`config.mk`:
```
export PLATFORM = sky130hd
export DESIGN_NAME = mcmr_fifo
export DESIGN_NICKNAME = d
export VERILOG_FILES = /design/src/sv/mcmr_fifo.sv
export SDC_FILE = /design/constraint.sdc
export NUM_CORES = 1
export LEC_CHECK = 0
export ABC_AREA = 0
export BUFFER_PORTS_ARGS = -buffer_cell sky130_fd_sc_hd__buf_4
export CAP_MARGIN = 20
export CORE_MARGIN = 2
export CORE_UTILIZATION = 45
export DETAILED_ROUTE_END_ITERATION = 16
export HOLD_SLACK_MARGIN = 0.1
export PLACE_DENSITY = 0.81
export SLEW_MARGIN = 20
export SYNTH_ARGS = -nofsm -noshare
export SYNTH_HDL_FRONTEND = slang
export SYNTH_SLANG_ARGS = --single-unit
```
`constraint.sdc`:
```
create_clock -name clk -period 3.7 [get_ports clk]
set_clock_uncertainty 0.15 [all_clocks]
set_input_delay 1.11 -clock clk [delete_from_list [all_inputs] [get_ports clk]]
set_output_delay 1.11 -clock clk [all_outputs]
set_load 0.01 [all_outputs]
```
`src/sv/mcmr_fifo.sv`:
```
// Small first-in first-out queue built from registers, used for commands and results.
module mcmr_fifo #(
  parameter int WIDTH = 8,
  parameter int DEPTH = 2
) (
  input  logic                       clk,
  input  logic                       rst_n,
  input  logic                       push,
  input  logic [WIDTH-1:0]           wdata,
  input  logic                       pop,
  output logic [WIDTH-1:0]           rdata,
  output logic                       empty,
  output logic                       full,
  output logic [$clog2(DEPTH):0]     level
);

  localparam int PTRW = $clog2(DEPTH);
  localparam int LVW  = PTRW + 1;

  logic [WIDTH-1:0] store_r [DEPTH];
  logic [PTRW-1:0]  wr_ptr_r, wr_ptr_nxt;
  logic [PTRW-1:0]  rd_ptr_r, rd_ptr_nxt;
  logic [LVW-1:0]   level_r, level_nxt;
  logic             do_push, do_pop;

  assign do_push = push && !full;
  assign do_pop  = pop && !empty;

  // Pointer and fill level bookkeeping.
  always_comb begin
    wr_ptr_nxt = wr_ptr_r;
    rd_ptr_nxt = rd_ptr_r;
    level_nxt  = level_r;
    if (do_push) begin
      wr_ptr_nxt = (wr_ptr_r == PTRW'(DEPTH - 1)) ? '0 : wr_ptr_r + 1'b1;
    end
    if (do_pop) begin
      rd_ptr_nxt = (rd_ptr_r == PTRW'(DEPTH - 1)) ? '0 : rd_ptr_r + 1'b1;
    end
    if (do_push && !do_pop) begin
      level_nxt = level_r + 1'b1;
    end else if (do_pop && !do_push) begin
      level_nxt = level_r - 1'b1;
    end
  end

  always_ff @(posedge clk) begin
    if (!rst_n) begin
      wr_ptr_r <= '0;
      rd_ptr_r <= '0;
      level_r  <= '0;
    end else begin
      wr_ptr_r <= wr_ptr_nxt;
      rd_ptr_r <= rd_ptr_nxt;
      level_r  <= level_nxt;
    end
  end

  // Entry storage needs no reset.
  always_ff @(posedge clk) begin
    if (do_push) begin
      store_r[wr_ptr_r] <= wdata;
    end
  end

  assign rdata = store_r[rd_ptr_r];
  assign empty = (level_r == '0);
  assign full  = (level_r == LVW'(DEPTH));
  assign level = level_r;

endmodule

```
Word-level counts from Yosys, hierarchy flattened
Memory sizes are Yosys's and may differ from the RTL's. A register that Yosys moved wholly into a read port is not among the register bits.
Cells that the tools add are included.
{"block": "totals", "out_inout_bits": 12, "mem_count": 1, "elab_cells": 27, "reg_bits": 4, "ram_bits": 16, "inputBits": 12}
{"memory": "store_r", "depth": 2, "word_bits": 8, "rd": 1, "rd_ports_with_merged_regs": 1, "wr": 1, "line": "20", "source": "logic [WIDTH-1:0] store_r [DEPTH];"}
{"block": "classes", "muxes": 8, "reduce_logical": 10, "eq_ne": 1, "addsub": 4}
{"operator": "$mux W1", "count": 6}
{"operator": "$logic_and A1 B1 Y1", "count": 4}
{"operator": "$logic_not A1 Y1", "count": 4}
{"operator": "$mux W2", "count": 2}
{"operator": "$add A1 B1 Y1 const B", "count": 2}
{"operator": "$add A2 B1 Y2 const B", "count": 1}
{"operator": "$eq A2 B2 Y1 const B", "count": 1}
{"operator": "$logic_not A2 Y1", "count": 1}
{"operator": "$reduce_bool A2 Y1", "count": 1}
{"operator": "$sub A2 B1 Y2 const B", "count": 1}

Logic depth before layout (Yosys ltp)
Gate-level depths: netlist of the first run.
{"block": "logic_depth", "depth_word": 7, "ltp_mapped": 7, "ltp_nobuf": 7}

Worst setup path after synthesis of the first run
No wires, ideal clock.
{"block": "synth_timing", "path_type": "input-to-reg", "from": "in push", "to": "reg level_r[1], in the netlist level[1]", "cell_stages": 5, "t_arrival_ns": 1.989, "path_buffers": 0, "slack_ns": 1.491, "setup_ns": 0.070, "required_ns": 3.480, "cell_sequence": "inv_1 nor2_1 ha_1 or3_1 a21boi_1"}
{"block": "synth_via", "elab_chain_len": 4, "word_cells_on_any_way": 6, "cone_classes": "mux (1); reduce/logical (5)"}
{"element": "start: declaration", "line": "8", "source": "input logic push,"}
{"element": "$logic_and A1 B1 Y1 *", "line": "26", "source": "assign do_push = push && !full;"}
{"element": "via do_push", "line": "24", "source": "logic do_push, do_pop;"}
{"element": "$logic_not A1 Y1", "line": "42", "source": "end else if (do_pop && !do_push) begin"}
{"element": "$logic_and A1 B1 Y1", "line": "42"}
{"element": "$reduce_bool A2 Y1 (no source line)"}
{"element": "end signal: assignment", "line": "55", "source": "level_r <= level_nxt;"}
{"element": "end: declaration", "line": "23", "source": "logic [LVW-1:0] level_r, level_nxt;"}
The timed path passes the listed nets; every way through them passes the cells marked *.
A chain may end at the register's enable or synchronous reset.

==> metrics.csv, run 1 <==
stage,metric,value,unit
critical_path,crit_path_start_kind,register,
sta,tightest_slew,0.7160,ns
run_status,outcome,completed,
sta,grt_setup_unrepaired,false,
min_path,hp-class,reg2reg,
placement,place_worst_setup_slack,1.290,ns
sta,tns,0,ns
floorplan,initial_core_util,47.40,%
critical_path,end_kind,output port,
drt,ant_nets,0,
placement,dp_hpwl,966.9,um
global_routing,first_global_vias,485,
critical_path,crit_path_top_delay_cell,dfxtp_1,
logic_synthesis,async_flop_share,0,%
drt,vias_per_cell,4.693,
global_routing,grt_max_degree,12,
floorplan,core,0.001708,mm2
floorplan,die_h,46.42,um
finish,diodes,0,
floorplan,die_area,0.002154,mm2
logic_synthesis,synth_largest_area_cell,edfxtp_1,
logic_synthesis,synth_top_area_share,59.35,%
clock_network,cts_buffers,3,
placement,placed_cells,97,
sta,fmax,0.3819,GHz
clock_network,ctsHoldBuffers,0,
finish,area_delta_synth_final,27.82,%
critical_path,worst-setup-path-type,reg2out,
critical_path,cp.arrival,1.36,ns
logic_synthesis,synth_nets,63,
logic_synthesis,synthCells,50,
drt,num_vias,474,
drt,drt_iter0_markers,5,
clock_network,clk_root_buffer_cell,clkbuf_4,
clock_network,clkLatencyLatePin,0.29,ns
placement,place.gp.congestion,0.6943,
finish,final_cells,101,
critical_path,critPathMaxStageDelay,0.54,ns
clock_network,h-tree-depth,1,
logic_synthesis,ys_seq_area_share,71.72,%
clock_network,cts_buffer_depth,2,
sta,hold_viol,0,
sta,fin_crit,2.619,ns
clock_network,cts_tree,yes,
drt,wirelength,1279,um
critical_path,crit_chain,"mux2_2, buf_4",
logic_synthesis,syn_area,809.5,um2
logic_synthesis,synth.avg_cell_area,16.19,um2
logic_synthesis,synth_edf_count,16,
sta,setup_violations,0,
floorplan,io_pins,24,
sta,slew_violations,0,
clock_network,post_cts_buffers,0,
placement,portBuffers,23,
critical_path,cp_data_required_time,2.44,ns
sta,slew_headroom,52.01,%
drt,wl_per_cell,12.66,um
clock_network,cts_resized,0,
critical_path,path_buf_inv,1,
drt,first_pass_iters,3,
logic_synthesis,synth.top_cells.by_count,"edfxtp_1 (16), mux2_2 (8), dfxtp_1 (5), and2_1 (3)",
logic_synthesis,synthTopCellsByArea,"edfxtp_1 (59%), dfxtp_1 (12%), mux2_2 (11%)",
floorplan,chipWidth,46.42,um
logic_synthesis,synth_warnings,0,
global_routing,grt_remaining_overflow,0,
sta,finalCritPeriodShare,70.78,%
sta,setup_ws,1.081,ns
drt,remaining_drc_errors,0,
power,powerDensity,654.6,mW/mm2
logic_synthesis,synth_cell_types,20,
finish,fin_nets,90,
critical_path,critical_path.max_fanout,8,
logic_synthesis,yosysMostFrequentCell,edfxtp_1,
clock_network,cts_num_sinks,21,
critical_path,path_delay_family,flip-flops,
finish,fillerInstances,144,
logic_synthesis,synth-seq-cells,21,
finish,drive_above_1_share,47.37,%
sta,fin_hold_ws,0.4271,ns
logic_synthesis,ys.flop_type,edfxtp_1,
global_routing,grt_pass1_wl,1980,um
power,leakage,0.4072,nW
clock_network,clk_pin_slew_worst_paths,0.10,ns
flow_run,max-cap-violations,0,
power,ir_worst_vdd,0.0004071,V
global_routing,antenna_found_initial,0,
global_routing,grt_usage,14.17,%
floorplan,rows,15,
report_power, final:
part | switching [mW] | internal, mW
clock | 0.0591 | 0.0419
sequential | 0.0349 | 0.301
combinational | 0.104 | 0.136
total | 0.198 | 0.479
cells by family (layout without fill, tap and decap cells):
logic type                 after synthesis  count (layout)  share of synthesized area, %
AOI/OAI and AO/OA                        5               5                         4.018
xor gates and xnor gates                 3               3                         3.246
adders and majority gates                1               1                         1.545
buffers and inverters                    3              29                         1.544
DFF                                     21              21                         71.72
muxes                                    8               8                         11.13
and+or+nand+nor                          9               9                         6.803
metal layers:
layer	GRT usage [%]	part of all wire, %	vias to the layer above
li1	-	-	233
met3	5.490	7.3	0
met2	24.44	53	19
met5	0	0	-
met1	14.14	40	222
met4	8.571	0	0
tightest hold or removal path, cell delays in order, from the launching register on:
cell and delay [ns]:
dfxtp_1 0.37, o21ai_0 0.11, a21boi_1 0.07
through the flow:
stage | utilization (%) | power [mW] | cell area [um2]
after floorplan | - | 0.4776 | 809.5
after global placement | 59.05 | 0.5736 | 1008
after detailed placement | 59.05 | 0.5846 | 1008
after CTS | 60.59 | 0.6867 | 1035
after global routing | 60.59 | 0.7189 | 1035
final | 60.59 | 0.6773 | 1035
path summary, 6_finish.rpt:
check / start / endpoint / slack [ns] / depth (start not counted)
hold reg to reg: level[1] / level[1] / 0.43 / 2
hold / removal: level[1] / level[1] / 0.43 / 2
setup reg to reg: level[0] / store_r[0][0] / 1.93 / 3
setup / recovery: register / rdata[5] / 1.08 / 2
cell usage in the layout (no fill, tap or decap), drive strengths merged:
cell	n
buf	23
edfxtp	16
mux2	8
dfxtp	5
clkbuf	4
and2	3
nor2	2
xnor2	2
inv	2
o21ai	2
a21boi	2
nand2b	1
and3	1
nor3	1
o21a	1
xor2	1
or3	1
ha	1
cell type report:
cell class	instances	area, um2	share of cell area [%]
Clock buffer	4	26.28	2.539
Multi-Input combinational cell	26	216.5	20.92
Sequential cell	21	580.6	56.11
Tap cell	25	31.28	3.023
Inverter	2	7.507	0.7255
Timing Repair Buffer	23	172.7	16.69
flip-flops by register name, indices dropped and copies added, names as in the netlist, named ones only:
signal    count
wr_ptr_r      1
level         2
store_r      16
rd_ptr_r      1
Power figures use the tool's default switching activity.
==> inputs of run 2 (changes only) <==
--- a/config.mk
+++ b/config.mk
@@ -9,7 +9,7 @@
 export BUFFER_PORTS_ARGS = -buffer_cell sky130_fd_sc_hd__buf_4
 export CAP_MARGIN = 20
 export CORE_MARGIN = 2
-export CORE_UTILIZATION = 45
+export CORE_UTILIZATION = 43
 export DETAILED_ROUTE_END_ITERATION = 16
 export HOLD_SLACK_MARGIN = 0.1
 export PLACE_DENSITY = 0.81
==> constraint.sdc (replaced) <==
create_clock -name clk -period 2.3 [get_ports clk]
set_clock_uncertainty 0.15 [all_clocks]
set_input_delay 0.69 -clock clk [delete_from_list [all_inputs] [get_ports clk]]
set_output_delay 0.69 -clock clk [all_outputs]
set_load 0.01 [all_outputs]
==> metrics.csv, run 2 (synthesis gave the netlist of run 1 again) <==
stage,metric,value,unit,change
drt,route.met2.wl,606,um,-11%
clock_network,cts_tree,yes,,
critical_path,end_kind,output port,,
sta,finalCritPeriodShare,95.61,%,
sta,fmax,0.4547,GHz,
sta,tns,0,ns,unchanged
finish,area_delta_synth_final,28.90,%,
critical_path,cp_data_required_time,1.46,ns,-0.98 ns
finish,regMostFlops,store_r,,
finish,fin_nets,91,,+1.1%
power,p_total,1.096,mW,+62%
power,ir_worst_vdd,0.0006886,V,+69%
critical_path,worst-setup-path-type,reg2out,,
floorplan,io_pins,24,,unchanged
sta,setup_violations,0,,unchanged
finish,drive_above_1_share,49.35,%,+2.0 points
placement,place_worst_setup_slack,0.3022,ns,-0.9874 ns
finish,largest_reg_flops,16,,unchanged
global_routing,grt_pass1_wl,1835,um,-7.3%
drt,dr.max_layer_used,met4,,
drt,drt_iter0_markers,9,,+4
critical_path,crit_path_top_delay_cell,dfxtp_1,,
finish,final_common_cell,buf_4,,
clock_network,cts_buffers,3,,unchanged
floorplan,die_h,47.39,um,+2.1%
floorplan,die_area,0.002246,mm2,+4.2%
sta,fin_hold_ws,0.4150,ns,-0.01213 ns
sta,tightest_slew,0.3590,ns,-0.3570 ns
floorplan,initial_core_util,46.38,%,-1.0 points
placement,portBuffers,23,,unchanged
drt,routedLengthMet1,523,um,+3.4%
finish,fillerInstances,150,,+4.2%
global_routing,first_global_vias,456,,-6.0%
sta,grt_setup_unrepaired,false,,
clock_network,ctsHoldBuffers,0,,unchanged
clock_network,clkLatencyLatePin,0.29,ns,about the same
drt,met3_length,84,um,-9.7%
finish,design_area,0.001044,mm2,+0.85%
flow_run,max-cap-violations,0,,unchanged
placement,placed_cells,98,,+1.0%
floorplan,chipWidth,47.39,um,+2.1%
sta,fin_crit,2.199,ns,
clock_network,cts_resized,0,,unchanged
run_status,outcome,completed,,
sta,hold_viol,0,,unchanged
critical_path,path_delay_family,flip-flops,,
critical_path,path_buf_inv,1,,unchanged
finish,final_cells,102,,+0.99%
floorplan,core,0.001745,mm2,+2.2%
global_routing,grt_remaining_overflow,0,,unchanged
global_routing,grt_usage,12.33,%,-1.8 points
critical_path,critical_path.max_fanout,8,,unchanged
sta,setup_ws,0.1009,ns,-0.9803 ns
placement,dp_hpwl,944.8,um,-2.3%
drt,vias_per_cell,4.696,,about the same
critical_path,critPathMaxStageDelay,0.54,ns,about the same
drt,num_vias,479,,+1.1%
clock_network,h-tree-depth,1,,unchanged
critical_path,crit_chain,"mux2_2, buf_4",,
drt,wirelength,1225,um,-4.2%
critical_path,crit_path_start_kind,register,,
floorplan,rows,15,,unchanged
global_routing,grt_max_degree,13,,+1
clock_network,cts_num_sinks,21,,unchanged
finish,final_util,59.78,%,-0.80 points
drt,wl_per_cell,12.01,um,-5.2%
clock_network,post_cts_buffers,0,,unchanged
drt,first_pass_iters,3,,unchanged
critical_path,cp.arrival,1.36,ns,about the same
clock_network,cts_buffer_depth,2,,unchanged
placement,placed_area,0.001016,mm2,+0.74%
power,powerDensity,1050,mW/mm2,+60%
clock_network,clk_pin_slew_worst_paths,0.11,ns,about the same
finish,final_cell_mix,"buf_4 (24), edfxtp_1 (16), mux2_2 (8)",,
clock_network,clk_root_buffer_cell,clkbuf_4,,
placement,place.gp.congestion,0.6642,,-4.3%
power,leakage,0.4149,nW,+1.9%
min_path,hp-class,reg2reg,,
drt,ant_nets,0,,unchanged
sta,slew_headroom,76.07,%,+24 points
sta,slew_violations,0,,unchanged
finish,diodes,0,,unchanged
global_routing,antenna_found_initial,0,,unchanged
drt,remaining_drc_errors,0,,unchanged
-- run 2: tightest hold or removal path, cell delays in order (launching register included) --
cell and delay, ns:
dfxtp_1 0.37, o21ai_0 0.09, a21boi_1 0.07
-- run 2: final cells by class --
| type | count | area, um2 | share of cell area, % |
|---|---|---|---|
| tap | 25 | 31.28 | 2.998 |
| timing repair buffer | 24 | 180.2 | 17.27 |
| clock buffer | 3 | 22.52 | 2.158 |
| inverter | 2 | 7.507 | 0.7194 |
| multi-input combinational | 26 | 216.5 | 20.74 |
| sequential | 21 | 580.6 | 55.64 |
| clock inverter | 1 | 5.005 | 0.4796 |
-- run 2: final timing paths --
check             startpoint       end  slack, ns  depth (start not counted)
hold / removal      level[1]  level[1]       0.41                          2
hold reg to reg     level[1]  level[1]       0.41                          2
setup / recovery    register  rdata[0]       0.10                          2
setup reg to reg    level[0]  level[1]       0.51                          6
-- run 2: power by group --
group          switching, mW  leakage (nW)  internal (mW)
Clock                  0.101        0.0177         0.0646
Sequential            0.0549         0.191          0.484
Combinational          0.167         0.206          0.225
-- run 2: layer usage --
layer	GRT usage [%]	up-vias
met5	0	-
met4	6.667	0
met3	3.462	2
met2	20.81	18
met1	14.00	225
li1	-	234
==> inputs of run 3 (changes only) <==
--- a/config.mk
+++ b/config.mk
@@ -9,7 +9,7 @@
 export BUFFER_PORTS_ARGS = -buffer_cell sky130_fd_sc_hd__buf_4
 export CAP_MARGIN = 20
 export CORE_MARGIN = 2
-export CORE_UTILIZATION = 43
+export CORE_UTILIZATION = 45
 export DETAILED_ROUTE_END_ITERATION = 16
 export HOLD_SLACK_MARGIN = 0.1
 export PLACE_DENSITY = 0.81
==> constraint.sdc (replaced) <==
create_clock -name clk -period 2.05 [get_ports clk]
set_clock_uncertainty 0.15 [all_clocks]
set_input_delay 0.615 -clock clk [delete_from_list [all_inputs] [get_ports clk]]
set_output_delay 0.615 -clock clk [all_outputs]
set_load 0.01 [all_outputs]
==> metrics.csv, run 3 (synthesis gave the netlist of run 1 again) <==
stage,metric,value,unit,change
run_status,outcome,completed,,
placement,place.gp.congestion,0.7019,,+5.7%
drt,drt_iter0_markers,8,,-1
clock_network,cts_num_sinks,21,,unchanged
sta,setup_violations,0,,unchanged
floorplan,die_area,0.002154,mm2,-4.1%
sta,finalCritPeriodShare,96.06,%,
critical_path,end_kind,output port,,
sta,slew_headroom,72.94,%,-3.1 points
drt,ant_nets,0,,unchanged
placement,placed_cells,98,,unchanged
floorplan,core,0.001708,mm2,-2.2%
global_routing,grt_pass1_wl,1738,um,-5.3%
global_routing,grt_usage,12.49,%,+0.16 points
finish,final_common_cell,buf_4,,
finish,fillerInstances,143,,-4.7%
power,leakage,0.4129,nW,-0.49%
clock_network,cts_buffer_depth,2,,unchanged
finish,seq_area,584.3,um2,+0.65%
finish,final_util,61.25,%,+1.5 points
floorplan,rows,15,,unchanged
critical_path,crit_path_top_delay_cell,dfxtp_4,,
critical_path,crit_path_start_kind,register,,
drt,remaining_drc_errors,0,,unchanged
global_routing,first_global_vias,416,,-8.8%
power,powerDensity,1185,mW/mm2,+13%
clock_network,cts_buffers,3,,unchanged
sta,tns,0,ns,unchanged
sta,grt_setup_unrepaired,false,,
power,p_total,1.240,mW,+13%
critical_path,critical_path.max_fanout,8,,unchanged
finish,largest_reg_flops,16,,unchanged
sta,fmax,0.5078,GHz,
critical_path,crit_chain,"mux2_2, buf_4",,
critical_path,cp_data_required_time,1.28,ns,-0.18 ns
critical_path,critPathMaxStageDelay,0.42,ns,-0.12 ns
sta,tightest_slew,0.4058,ns,+0.04681 ns
sta,hold_viol,0,,unchanged
drt,wl_per_cell,12.56,um,+4.6%
sta,slew_violations,0,,unchanged
floorplan,io_pins,24,,unchanged
power,ir_worst_vdd,0.0007703,V,+12%
drt,first_pass_iters,4,,+1
clock_network,clk_root_buffer_cell,clkbuf_4,,
finish,regMostFlops,store_r,,
clock_network,clkLatencyLatePin,0.29,ns,about the same
clock_network,h-tree-depth,1,,unchanged
finish,area_delta_synth_final,29.21,%,
floorplan,initial_core_util,47.40,%,+1.0 points
clock_network,clk_pin_slew_worst_paths,0.10,ns,about the same
finish,final_cell_mix,"buf_4 (24), edfxtp_1 (16), mux2_2 (8)",,
floorplan,die_h,46.42,um,-2.1%
clock_network,cts_tree,yes,,
drt,vias_per_cell,4.725,,+0.63%
global_routing,grt_remaining_overflow,0,,unchanged
finish,final_cells,102,,unchanged
sta,fin_crit,1.969,ns,
floorplan,chipWidth,46.42,um,-2.1%
finish,drive_above_1_share,49.35,%,unchanged
min_path,hp-class,in2reg,,
sta,fin_hold_ws,0.3498,ns,-0.06520 ns
flow_run,max-cap-violations,0,,unchanged
placement,dp_hpwl,932.2,um,-1.3%
finish,fin_nets,91,,unchanged
drt,num_vias,482,,+0.63%
critical_path,cp.arrival,1.20,ns,-0.16 ns
drt,wirelength,1281,um,+4.6%
critical_path,worst-setup-path-type,reg2out,,
finish,multi_input_area,216.5,um2,unchanged
global_routing,grt_max_degree,12,,-1
placement,portBuffers,23,,unchanged
global_routing,antenna_found_initial,0,,unchanged
critical_path,r2r_slack,0.30,ns,-0.21 ns
finish,diodes,0,,unchanged
clock_network,post_cts_buffers,0,,unchanged
run 3: path summary, 6_finish.rpt:
check	start	end	depth (start not counted)
max	register	rdata[5]	2
min	wdata[0]	store_r[0][0]	1
max reg2reg	level[0]	level[1]	6
min reg2reg	level[1]	level[1]	2
run 3: timing repair:
item | in CTS | in global routing
endpoints found under the setup margin | 8 | 4
gates resized for setup | 1 | 1
hold endpoints to repair | 0 | 0
hold buffers | 0 | 0
run 3: through the flow:
stage	setup slack [ns]	area [um2]
2_1_floorplan	0.3357	809.5
3_3_place_gp	0.1944	1016
3_5_place_dp	0.1557	1016
4_1_cts	0.01753	1044
5_1_grt	0.03894	1046
6_report	0.08071	1046
run 3: power breakdown:
group / switching [mW] / total (mW) / internal (mW)
Sequential: 0.0607 / 0.608 / 0.547
Clock: 0.114 / 0.190 / 0.0757
Combinational: 0.190 / 0.442 / 0.252
Total: 0.364 / 1.24 / 0.876
run 3: critical path, delay by kind of cell (launching register included):
| family | cells | cell delay (ns) |
|---|---|---|
| DFF | 1 | 0.42 |
| buffers and inverters | 1 | 0.14 |
| muxes | 1 | 0.34 |
run 3: cell type report:
| cell class | instances | share of cell area, % |
|---|---|---|
| inverter | 2 | 0.7177 |
| sequential | 21 | 55.86 |
| multi-input combinational | 26 | 20.69 |
| clock buffer | 4 | 2.512 |
| timing repair buffer | 24 | 17.22 |
| tap | 25 | 2.990 |
run 3: routing by layer:
| metal | up-vias | share of wire [%] | track usage (%) |
|---|---|---|---|
| met5 | - | 0 | 0 |
| met4 | 0 | 1.4 | 10.29 |
| met3 | 2 | 8.1 | 4.314 |
| met2 | 19 | 50 | 20.00 |
| met1 | 226 | 40 | 13.01 |
| li1 | 235 | - | - |
