File: config.mk
export PLATFORM = sky130hd
export DESIGN_NAME = mcmr_front
export DESIGN_NICKNAME = d
export VERILOG_FILES = /design/src/sv/mcmr_pkg.sv /design/src/sv/mcmr_fifo.sv /design/src/sv/mcmr_front.sv
export SDC_FILE = /design/constraint.sdc
export NUM_CORES = 1
export LEC_CHECK = 0
export BUFFER_PORTS_ARGS = -buffer_cell sky130_fd_sc_hd__buf_4
export CAP_MARGIN = 30
export CORE_AREA = 2 2 131 133
export CTS_CLUSTER_DIAMETER = 80
export CTS_CLUSTER_SIZE = 25
export DETAILED_ROUTE_END_ITERATION = 6
export DIE_AREA = 0 0 133 135
export PLACE_DENSITY = 0.69
export SETUP_SLACK_MARGIN = 0.3
export SLEW_MARGIN = 20
export SYNTH_ARGS = -nofsm -noshare
export SYNTH_HDL_FRONTEND = slang
export SYNTH_SLANG_ARGS = --single-unit
File: constraint.sdc
create_clock -name clk -period 2.6 [get_ports clk]
set_input_delay 0.39 -clock clk [delete_from_list [all_inputs] [get_ports clk]]
set_output_delay 0.39 -clock clk [all_outputs]
set_load 0.005 [all_outputs]
File: src/sv/mcmr_pkg.sv
// Shared types, codes and default sizes for the multi-channel message ring.
package mcmr_pkg;

  // Default sizes handed to the top level's parameters.
  localparam int DEF_CHANNELS   = 4;
  localparam int DEF_MAX_SLOTS  = 16;
  localparam int DEF_SLOT_BYTES = 8;

  // Depths of the command queue and the result queue.
  localparam int CMDQ_DEPTH = 2;
  localparam int RESQ_DEPTH = 4;

  // Reset values of the configuration registers.
  localparam logic [4:0] SLOTS_RST = 5'd16;
  localparam logic [3:0] MSGB_RST  = 4'd8;

  // Operation codes of a request.
  typedef enum logic {
    OP_SEND = 1'b0,
    OP_RECV = 1'b1
  } op_t;

  // Result status codes.
  typedef enum logic [1:0] {
    ST_DONE  = 2'd0,
    ST_FULL  = 2'd1,
    ST_EMPTY = 2'd2,
    ST_BAD   = 2'd3
  } status_t;

  // Configuration register indexes.
  typedef enum logic {
    CFG_SLOTS = 1'b0,
    CFG_MSGB  = 1'b1
  } cfg_idx_t;

  // A classified request waiting in the command queue.
  typedef struct packed {
    op_t         op;
    logic [3:0]  channel;
    logic [3:0]  length;
    logic [63:0] payload;
    logic        bad;
  } cmd_t;

  // A finished result waiting in the result queue.
  typedef struct packed {
    status_t     status;
    logic [3:0]  count;
    logic [63:0] message;
    logic [31:0] idle_polls;
  } res_t;

endpackage

File: src/sv/mcmr_fifo.sv
// Small first-in first-out queue built from registers, used for commands and results.
module mcmr_fifo #(
  parameter int WIDTH = 8,
  parameter int DEPTH = 2
) (
  input  logic                       clk,
  input  logic                       rst_n,
  input  logic                       push,
  input  logic [WIDTH-1:0]           wdata,
  input  logic                       pop,
  output logic [WIDTH-1:0]           rdata,
  output logic                       empty,
  output logic                       full,
  output logic [$clog2(DEPTH):0]     level
);

  localparam int PTRW = $clog2(DEPTH);
  localparam int LVW  = PTRW + 1;

  logic [WIDTH-1:0] store_r [DEPTH];
  logic [PTRW-1:0]  wr_ptr_r, wr_ptr_nxt;
  logic [PTRW-1:0]  rd_ptr_r, rd_ptr_nxt;
  logic [LVW-1:0]   level_r, level_nxt;
  logic             do_push, do_pop;

  assign do_push = push && !full;
  assign do_pop  = pop && !empty;

  // Pointer and fill level bookkeeping.
  always_comb begin
    wr_ptr_nxt = wr_ptr_r;
    rd_ptr_nxt = rd_ptr_r;
    level_nxt  = level_r;
    if (do_push) begin
      wr_ptr_nxt = (wr_ptr_r == PTRW'(DEPTH - 1)) ? '0 : wr_ptr_r + 1'b1;
    end
    if (do_pop) begin
      rd_ptr_nxt = (rd_ptr_r == PTRW'(DEPTH - 1)) ? '0 : rd_ptr_r + 1'b1;
    end
    if (do_push && !do_pop) begin
      level_nxt = level_r + 1'b1;
    end else if (do_pop && !do_push) begin
      level_nxt = level_r - 1'b1;
    end
  end

  always_ff @(posedge clk) begin
    if (!rst_n) begin
      wr_ptr_r <= '0;
      rd_ptr_r <= '0;
      level_r  <= '0;
    end else begin
      wr_ptr_r <= wr_ptr_nxt;
      rd_ptr_r <= rd_ptr_nxt;
      level_r  <= level_nxt;
    end
  end

  // Entry storage needs no reset.
  always_ff @(posedge clk) begin
    if (do_push) begin
      store_r[wr_ptr_r] <= wdata;
    end
  end

  assign rdata = store_r[rd_ptr_r];
  assign empty = (level_r == '0);
  assign full  = (level_r == LVW'(DEPTH));
  assign level = level_r;

endmodule

File: src/sv/mcmr_front.sv
// Front end: checks and classifies incoming requests and queues them for execution.
module mcmr_front
  import mcmr_pkg::*;
#(
  parameter int CHANNELS   = DEF_CHANNELS,
  parameter int SLOT_BYTES = DEF_SLOT_BYTES
) (
  input  logic        clk,
  input  logic        rst_n,
  input  logic        in_push,
  output logic        in_full,
  input  logic        in_op,
  input  logic [3:0]  in_channel,
  input  logic [3:0]  in_length,
  input  logic [63:0] in_payload,
  input  logic [3:0]  msgb_cfg,
  input  logic        clearing,
  input  logic        cmd_pop,
  output cmd_t        cmd,
  output logic        cmd_empty
);

  cmd_t                     cmd_in;
  logic [3:0]               eff_bytes;
  logic                     chan_ok;
  logic                     len_ok;
  logic                     q_full;
  logic [$clog2(CMDQ_DEPTH):0] q_level;

  // Effective message size is capped at the slot width.
  assign eff_bytes = (msgb_cfg > 4'(SLOT_BYTES)) ? 4'(SLOT_BYTES) : msgb_cfg;

  // Parameter checks; a bad request still travels so its result keeps order.
  always_comb begin
    chan_ok        = ({1'b0, in_channel} < 5'(CHANNELS));
    len_ok         = (in_length != 4'd0) && (in_length <= eff_bytes);
    cmd_in.op      = op_t'(in_op);
    cmd_in.channel = in_channel;
    cmd_in.length  = in_length;
    cmd_in.payload = in_payload;
    cmd_in.bad     = !chan_ok || ((op_t'(in_op) == OP_SEND) && !len_ok);
  end

  // No request is taken while the slot store is being cleared.
  assign in_full = q_full || clearing;

  mcmr_fifo #(
    .WIDTH ($bits(cmd_t)),
    .DEPTH (CMDQ_DEPTH)
  ) u_cmd_q (
    .clk   (clk),
    .rst_n (rst_n),
    .push  (in_push && !in_full),
    .wdata (cmd_in),
    .pop   (cmd_pop),
    .rdata (cmd),
    .empty (cmd_empty),
    .full  (q_full),
    .level (q_level)
  );

  // The level is not needed here beyond the full flag.
  logic unused_level;
  assign unused_level = ^q_level;

endmodule

==> Yosys cells after proc, flatten, opt, wreduce, memory -nomap -nowiden <==
Memory sizes are Yosys's and may differ from the RTL's. A register that Yosys moved wholly into a read port is not among the register bits.
Index checks and enable logic that the tools add are counted.
W data, S select, Z words.
{ "totals": {"register_bits": 4, "latchBits": 0, "ramBits": 148, "rom_bits": 0, "in_bits": 82, "output_inout_bits": 76, "wordCells": 41, "mem_count": 1} }
{ "mem_list": {"columns": ["name", "depth", "width", "read_ports", "rd_ports_with_merged_regs", "write_ports", "line", "text"], "rows": [
  ["u_cmd_q.store_r", 2, 74, 1, 1, 1, "mcmr_fifo.sv:20", "logic [WIDTH-1:0] store_r [DEPTH];"]
]} }
{ "classes": {"n_addsub": 4, "n_mul": 0, "div_mod_pow": 0, "magnitude_cmp": 3, "eq_ne": 1, "n_shift": 0, "muxes": 9, "n_bitwise": 1, "n_reduce_logical": 19} }
{ "ops": {"columns": ["operator", "count"], "rows": [
  ["$logic_and A1 B1 Y1", 7],
  ["$logic_not A1 Y1", 7],
  ["$mux W1", 6],
  ["$gt A4 B4 Y1 const B", 1],
  ["$le A4 B4 Y1", 1],
  ["$lt A4 B3 Y1 const B", 1],
  ["$mux W2", 2],
  ["$mux W4", 1],
  ["$reduce_bool A4 Y1", 1],
  ["$add A1 B1 Y1 const B", 2],
  ["$add A2 B1 Y2 const B", 1],
  ["$eq A2 B2 Y1 const B", 1],
  ["$logic_not A2 Y1", 1],
  ["$logic_or A1 B1 Y1", 2],
  ["$reduce_bool A2 Y1", 1],
  ["$sub A2 B1 Y2 const B", 1],
  ["$not A1 Y1", 1]
]} }

==> Longest topological paths before layout <==
Gate-level depths: netlist of run 1.
{ "depth": {"depth_word": 9, "mapped_depth": 7, "mapped_depth_nobuf": 7} }

==> Cells and area by module <==
Synthesis of run 1 repeated with hierarchy kept, for this count alone.
{ "unflattened": {"hier_cells": 275, "hier_area_um2": 5713.0} }
{ "modules_own_cells": {"columns": ["mod", "instances", "cells_per_inst", "area_each_um2", "seq_area_each_um2"], "rows": [
  ["mcmr_fifo", 1, 255, 5566.6, 4544.4],
  ["mcmr_front", 1, 20, 146.4, 0.0]
]} }

==> Worst setup path before layout of run 1 <==
No wires, ideal clock.
{ "synth_timing": {"kind": "register -> register", "from": "reg u_cmd_q.level_r[0], in the netlist u_cmd_q.level[0]", "to": "mem u_cmd_q.store_r[1][0] (netlist bit) (enable)", "setup_ns": 0.400, "arrival_ns": 1.743, "required_ns": 2.200, "slack_ns": 0.457, "stages_incl_launch_ff": 4, "path_buffers": 0, "period_less_slack_ns": 2.143, "cell_sequence": "dfxtp_1 -> inv_2 -> a211oi_4 -> and2_2"} }
{ "synth_via": {"elab_chain_cells": 7, "word_cells_on_any_way": 8, "classes_between": "eq/ne: 1; mux: 2; reduce/logical: 5"} }
{ "synth_rtl": {"columns": ["item", "line", "text"], "rows": [
  ["from (decl)", "mcmr_fifo.sv:23", "logic [LVW-1:0] level_r, level_nxt;"],
  ["from (signal assigned)", "mcmr_fifo.sv:55", "level_r <= level_nxt;"],
  ["$eq A2 B2 Y1 *", "mcmr_fifo.sv:68", "assign full = (level_r == LVW'(DEPTH));"],
  ["$logic_or A1 B1 Y1", "mcmr_front.sv:45", "assign in_full = q_full || clearing;"],
  ["$logic_not A1 Y1", "mcmr_front.sv:53", ".push (in_push && !in_full),"],
  ["$logic_and A1 B1 Y1", "mcmr_front.sv:53", null],
  ["$logic_and A1 B1 Y1 *", "mcmr_fifo.sv:26", "assign do_push = push && !full;"],
  ["named net u_cmd_q.do_push", "mcmr_fifo.sv:24", "logic do_push, do_pop;"],
  ["$mux W1 *", "mcmr_fifo.sv:61", "if (do_push) begin"],
  ["$mux W1 (not written as such) *", "mcmr_fifo.sv:62", "store_r[wr_ptr_r] <= wdata;"],
  ["to (decl)", "mcmr_fifo.sv:20", null]
]} }
The timed path passes the listed nets; every way through them passes the cells marked *.

==> key figures, run 1 <==
Die
  – Die H: 135 um
  – Die Span X: 133 um
  – I/O pins: 158
  – Core area: 0.0164 sq mm
  – Die Area: 0.0180 sq mm
  – Site row count: 47
  – Starting density of the core: 34.7%

Critical path
  – Crit path arrival time: 1720 ps
  – Setup Crit Path Kind: flip-flop to output port
  – Reg2reg start: u_cmd_q.level[0]$_SDFFE_PN0P_
  – Worst setup EP type: output port
  – Max stage delay on crit path: 500 ps
  – Reg2reg path depth: 4
  – Crit path max fanout: 35
  – R2r setup slk: 730 ps
  – Crit path required time: 2210 ps
  – Crit path launch type: flip-flop
  – Worst r2r dst: u_cmd_q.store_r[1][17]$_DFFE_PP_
  – CP max-delay cell: dfxtp_4
  – CP Capture Point: cmd[62]
  – Crit-path cells: buf_12, mux2_2, buf_4

Yosys
  – Area of the mapped netlist: 0.00569 sq mm
  – Synthesized area per cell: 20.9 sq um
  – Syn Nets: 360
  – Count leader, synth: edfxtp_1
  – Post-synth top area cell: edfxtp_1
  – Area contributors post-synth: edfxtp_1 78%, mux2_2 15%, dfxtp_1 1.8%
  – Post-synth ARST share: 0%
  – Cells after synthesis: 273
  – EDFF count, synth: 148
  – Top post-synthesis cells by count: 148 x edfxtp_1, 74 x mux2_2, 8 x buf_2, 5 x dfxtp_1, 5 x ha_1
  – Top FF cell, synth: edfxtp_1
  – Synth unique cells: 26
  – Yosys top cell area share: 78.0%
  – Synth warn: 0
  – Synthesis-stage register bit count: 153
  – Seq/Total Area, Yosys: 79.8%

Timing
  – Fmax: 475 MHz
  – Post-route setup slack: 495 ps
  – Tmin final: 2110 ps
  – Pins over their slew limit: 0
  – Worst slew margin: 64.0%
  – Worst Tran Pin Value: 540 ps
  – Final hold vios: 0
  – Clk_skew: 6.57 ps
  – Setup TNS: 0 ps
  – Final Cycle Share: 81.0%
  – RSZ-0062 raised after global routing: no
  – Setup Viol. Count Final: 0

Route
  – Met1 WL: 4750 um
  – Post-Route WL: 11000 um
  – Drt first pass iters: 4
  – # DRC: 0
  – 1st-iter DRT viols: 190
  – Top sig layer: met4
  – Via density: 4.48
  – Metal3 WL: 659 um
  – Drt wl/cell: 16.2 um
  – Met2 routed WL: 5480 um
  – Via count: 3049
  – Antenna Nets Post-Route: 0

Clocking
  – H-tree depth: 4
  – Clock Tree Buf Depth: 2
  – Clk slew on worst S/H paths: 60 ps
  – Total CTS buffers: 17
  – Root buffer cell: clkbuf_16
  – CTS tree: done
  – Post_cts resized: 0
  – Worst skew pair latency: 400 ps
  – Clock sink count: 153

Power
  – Cell-internal power: 5.38 mW
  – Pwr Total: 7.03 mW
  – Sw frac: 23.5%
  – Leak Pwr: 2.88 nW
  – Power Density: 903 mW/mm^2
  – Switching power: 1.65 mW
  – Logic pwr share: 22.5%
  – Worst vdd ir: 0.000429 V
  – Clock power frac: 34.3%
  – Power share of the sequential group: 43.2%

GRT
  – Vias in the first global route: 3222
  – First-pass GRT wire length: 16900 um
  – Total grt overflow: 0
  – GRT Overall Usage: 12.5%
  – Initial antenna violation count: 0
  – Largest net degree at the start of global routing: 40

Place
  – # port buffers: 157
  – Placement Setup Slack: 703 ps
  – Detailed placement HPWL: 7310 um
  – Placer Congestion: 0.701

Cells and area
  – Area occupied by multi-input gates: 0.00109 sq mm
  – N_diodes: 0
  – FF+latch area: 0.00455 sq mm
  – Fraction of layout instances using a drive strength above 1: 58.6%
  – Fill count: 1388
  – Synthesis-to-finish area growth: 36.7%
  – Fin nets: 535

Hold path
  – Hold Path Class: input pin to flip-flop
  – Hold_sp: in_payload[58]

Run status
  – Outcome: completed

Job
  – Max_cap viols: 0
==> flip-flops by register name, summed over array words and instances (netlist names), named ones only <==
signal	cells
u_cmd_q.level	2
u_cmd_q.store_r	148
u_cmd_q.wr_ptr_r	1
u_cmd_q.rd_ptr_r	1
==> repair_timing <==
action,CTS,global route
endpoints found under the setup margin,0,45
setup buffers,0,1
hold buffers,0,0
==> area by class of cell <==
cell class | count | area share (%)
multi-input cells | 107 | 14.1
well taps | 220 | 3.54
inverters | 5 | 0.241
clock inverters | 14 | 1.98
repair buffers | 164 | 16.2
flip-flops and latches | 153 | 58.4
clock buffers | 18 | 5.51
==> how the worst min path moves through the flow <==
| stage | to | slack [ps] | depth (start not counted) |
|---|---|---|---|
| 2_1_floorplan | u_cmd_q.store_r[0][10]$_DFFE_PP_ | 490 | 0 |
| 3_3_place_gp | u_cmd_q.level[1]$_SDFFE_PN0P_ | 560 | 2 |
| 3_5_place_dp | u_cmd_q.store_r[0][43]$_DFFE_PP_ | 580 | 1 |
| 4_1_cts | u_cmd_q.store_r[1][59]$_DFFE_PP_ | 140 | 1 |
| 5_1_grt | u_cmd_q.store_r[0][59]$_DFFE_PP_ | 130 | 1 |
| 6_report | u_cmd_q.store_r[1][59]$_DFFE_PP_ | 170 | 1 |
==> placed cells by master (no fill, tap or decap) <==
master	instances
mux2_2	74
buf_4	161
xnor2_1	2
and2b_4	1
dfxtp_4	1
xor2_1	1
or3_1	1
clkbuf_16	17
a21oi_1	3
nand3_1	1
nor2b_1	3
o21ai_0	2
or4_1	1
and2_1	3
nor2_1	1
a211oi_4	1
buf_12	2
inv_6	2
ha_1	5
inv_1	4
and4_1	1
a21boi_0	1
and2_4	1
inv_2	1
clkinvlp_4	1
o21a_1	1
nand2_1	2
clkinv_2	3
clkinv_4	1
clkinv_1	4
dfxtp_1	4
edfxtp_1	148
buf_8	1
bufinv_16	3
clkbuf_1	1
a211o_1	1
o211ai_1	1
==> cell families after synthesis <==
| kind of cell | synth area share (%) |
|---|---|
| multiplexers | 14.6 |
| AO/OA/AOI/OAI | 1.34 |
| adder cells (fa/ha/maj) | 1.10 |
| AND/OR/NAND/NOR | 1.63 |
| flip-flops | 79.8 |
| buffers and inverters | 1.03 |
| XOR/XNOR | 0.462 |
==> critical path, delay by kind of cell, from the launching register on <==
family	cells	cell delay, ps
multiplexers	1	390
flip-flops	1	500
buffers and inverters	2	410
==> per-layer routing <==
| metal | up-vias | GRT usage (%) |
|---|---|---|
| li1 | 1418 | - |
| met1 | 1514 | 15.3 |
| met2 | 108 | 20.8 |
| met3 | 9 | 4.39 |
| met4 | 0 | 4.36 |
| met5 | - | 0 |
==> through the flow <==
step                      util [%]  area (sq um)  std cells  hold slack (ps)
after floorplan                  -          5690        273              489
after global placement        43.8          7180        648              564
after detailed placement      43.8          7180        648              578
after CTS                     47.3          7770        680              145
after global routing          47.4          7780        681              134
final                         47.4          7780        681              166
==> power by group through the flow <==
stage	combinational, mW	sequential [mW]	clock, mW
final	1.58	3.03	2.41
after CTS	1.57	3.06	2.48
after detailed placement	1.55	3.12	0
after global routing	1.71	3.06	2.59
after floorplan	0.817	3.03	0
after global placement	1.54	3.10	0
No activity file was read; power rests on OpenSTA's default activity.
==> run 2, diff against run 1 <==
==> constraint.sdc (replaced) <==
create_clock -name clk -period 2.1 [get_ports clk]
set_input_delay 0.315 -clock clk [delete_from_list [all_inputs] [get_ports clk]]
set_output_delay 0.315 -clock clk [all_outputs]
set_load 0.005 [all_outputs]
==> run 2 against run 1 <==
Effect of this change:
- clock skew up 0.54 ps
- non-clock buffer count up 13
- via count up 2.1%
- die area unchanged
- hold slack worse by 80 ps
- total power up 34%
- routed wire length up 7.4%
- cell count up 1.9%
- register-to-register slack worse by 320 ps
- combinational power up 73%
- setup slack worse by 260 ps
- clock power up 22%
- largest cell class unchanged
==> key figures, run 2 (same netlist as run 1, synthesis figures left out) <==
Route
  – 1st-iter DRT viols: 133 (-30%)
  – Via density: 4.48 (+0.15%)
  – Via count: 3112 (+2.1%)
  – Post-Route WL: 11800 um (+7.4%)
  – Drt wl/cell: 17.0 um (+5.4%)
  – # DRC: 0 (unchanged)
  – Antenna Nets Post-Route: 0 (unchanged)
  – Drt first pass iters: 6 (+2)

Power
  – Cell-internal power: 7.12 mW (+32%)
  – Clock power frac: 31.3% (-3.0 points)
  – Logic pwr share: 29.1% (+6.6 points)
  – Worst vdd ir: 0.000528 V (+23%)
  – Leak Pwr: 3.15 nW (+9.4%)
  – Power Density: 1130 mW/mm^2 (+25%)
  – Power share of the sequential group: 39.6% (-3.6 points)
  – Switching power: 2.30 mW (+39%)
  – Sw frac: 24.4% (+0.90 points)
  – Pwr Total: 9.42 mW (+34%)

Cells and area
  – Synthesis-to-finish area growth: 46.2%
  – Most frequent cells in the layout: 148 x edfxtp_1, 126 x buf_4, 40 x mux2_2
  – N_diodes: 0 (unchanged)
  – Fill count: 1358 (-2.2%)
  – Max reg flops: 148 (unchanged)
  – Fin nets: 548 (+2.4%)
  – Largest Register: u_cmd_q.store_r
  – Most common cell after layout, fill and taps aside: edfxtp_1
  – Post-Layout Cell Count: 694 (+1.9%)
  – Area occupied by multi-input gates: 0.00122 sq mm (+12%)
  – FF+latch area: 0.00455 sq mm (about the same)
  – Fraction of layout instances using a drive strength above 1: 60.3% (+1.8 points)

Critical path
  – Setup Crit Path Kind: flip-flop to output port
  – Crit path arrival time: 1550 ps (-170 ps)
  – Crit path launch type: flip-flop
  – Crit path max fanout: 11 (-69%)
  – Worst setup EP type: output port
  – Crit path required time: 1780 ps (-430 ps)
  – Max stage delay on crit path: 380 ps (-120 ps)
  – CP max-delay cell: dfxtp_4
  – Crit-path cells: buf_6, buf_12, mux2_2, buf_4

Timing
  – Setup TNS: 0 ps (unchanged)
  – Setup Viol. Count Final: 0 (unchanged)
  – Hold WS: 85.7 ps (-80.4 ps)
  – Pins over their slew limit: 0 (unchanged)
  – Final hold vios: 0 (unchanged)
  – Worst slew margin: 72.3% (+8.3 points)
  – Fmax: 535 MHz
  – Tmin final: 1870 ps
  – Final Cycle Share: 89.0%
  – Clk_skew: 7.11 ps (+0.540 ps)
  – Worst Tran Pin Value: 416 ps (-124 ps)
  – RSZ-0062 raised after global routing: yes

Clocking
  – Clk slew on worst S/H paths: 60 ps (about the same)
  – Worst skew pair latency: 410 ps (about the same)
  – Clock sink count: 153 (unchanged)
  – Post-CTS Hold Fix Bufs: 0 (unchanged)
  – Clock Tree Buf Depth: 2 (unchanged)
  – Total CTS buffers: 17 (unchanged)
  – H-tree depth: 4 (unchanged)
  – CTS tree: done
  – Root buffer cell: clkbuf_16

Die
  – Core area: 0.0164 sq mm (unchanged)
  – Die Span X: 133 um (unchanged)
  – Die H: 135 um (unchanged)
  – Die Area: 0.0180 sq mm (unchanged)
  – Starting density of the core: 34.7% (unchanged)
  – I/O pins: 158 (unchanged)
  – Site row count: 47 (unchanged)

Place
  – Detailed placement HPWL: 7730 um (+5.8%)
  – # port buffers: 157 (unchanged)
  – Cells after DPL: 651 (+0.46%)
  – Placer Congestion: 0.748 (+6.8%)

Hold path
  – Hold Path Class: input pin to flip-flop

GRT
  – First-pass GRT wire length: 17400 um (+3.0%)
  – Total grt overflow: 0 (unchanged)
  – Initial antenna violation count: 0 (unchanged)
  – Largest net degree at the start of global routing: 48 (+20%)
  – Vias in the first global route: 3346 (+3.8%)
  – GRT Overall Usage: 13.0% (+0.48 points)

Run status
  – Outcome: completed

Job
  – Max_cap viols: 0 (unchanged)
run 2: cell count changes in the layout (fill, tap and decap cells not counted), moves of 3 or more:
cell        before  now
buf_12           2    7
buf_16           0    3
buf_4          161  126
buf_6            0   35
clkbuf_16       17   20
clkinvlp_4       1    4
mux2_2          74   40
mux2_4           0   34
run 2: per-stage QoR:
stage               utilization [%]  cell area (sq um)  setup WS [ps]
floorplan                         -               5700            310
global placement               44.2               7260            374
detailed placement             44.2               7260            307
CTS                            48.9               8020            179
global route                   50.7               8320            164
finish                         50.7               8320            230
run 2: cell type report:
class                           count  area share [%]
Clock buffer                       17            5.11
Clock inverter                     15            1.80
Inverter                            5           0.225
Multi-Input combinational cell    107            14.7
Sequential cell                   153            54.7
Tap cell                          220            3.31
Timing Repair Buffer              177            20.2
run 2: what timing repair did:
item	in CTS	in global routing
buffers inserted	5	1
pin swaps	0	0
gates resized for setup	21	60
setup endpoints to repair	74	74
cloned	2	3
run 2: worst paths after layout:
kind,slack [ps],start,cells after the start,to
worst max-delay path,230,flip-flop,4,cmd[16]
worst min-delay path,90,in_payload[1],1,u_cmd_q.store_r[0][2]$_DFFE_PP_
worst max register to register,410,u_cmd_q.level[0]$_SDFFE_PN0P_,4,u_cmd_q.store_r[0][48]$_DFFE_PP_
worst min register to register,580,u_cmd_q.rd_ptr_r$_SDFFE_PN0P_,2,flip-flop
run 2: routing by layer:
metal,share of wire [%],GRT usage (%)
met2,52,22.6
met3,5.9,5.26
met4,0.82,4.12
met1,41,14.7
met5,0,0
run 2: critical path: cells and delay by family (launching register included):
kind                   cells  cell delay (ps)
flip-flops                 1              380
buffers and inverters      3              410
multiplexers               1              340
run 2: power by group through the flow:
stage,sequential [mW],clock (mW),combinational [mW]
finish,3.73,2.95,2.74
global route,3.75,3.16,2.93
CTS,3.73,3.03,2.39
detailed placement,3.84,0,2.02
global placement,3.82,0,1.99
floorplan,3.75,0,1.02
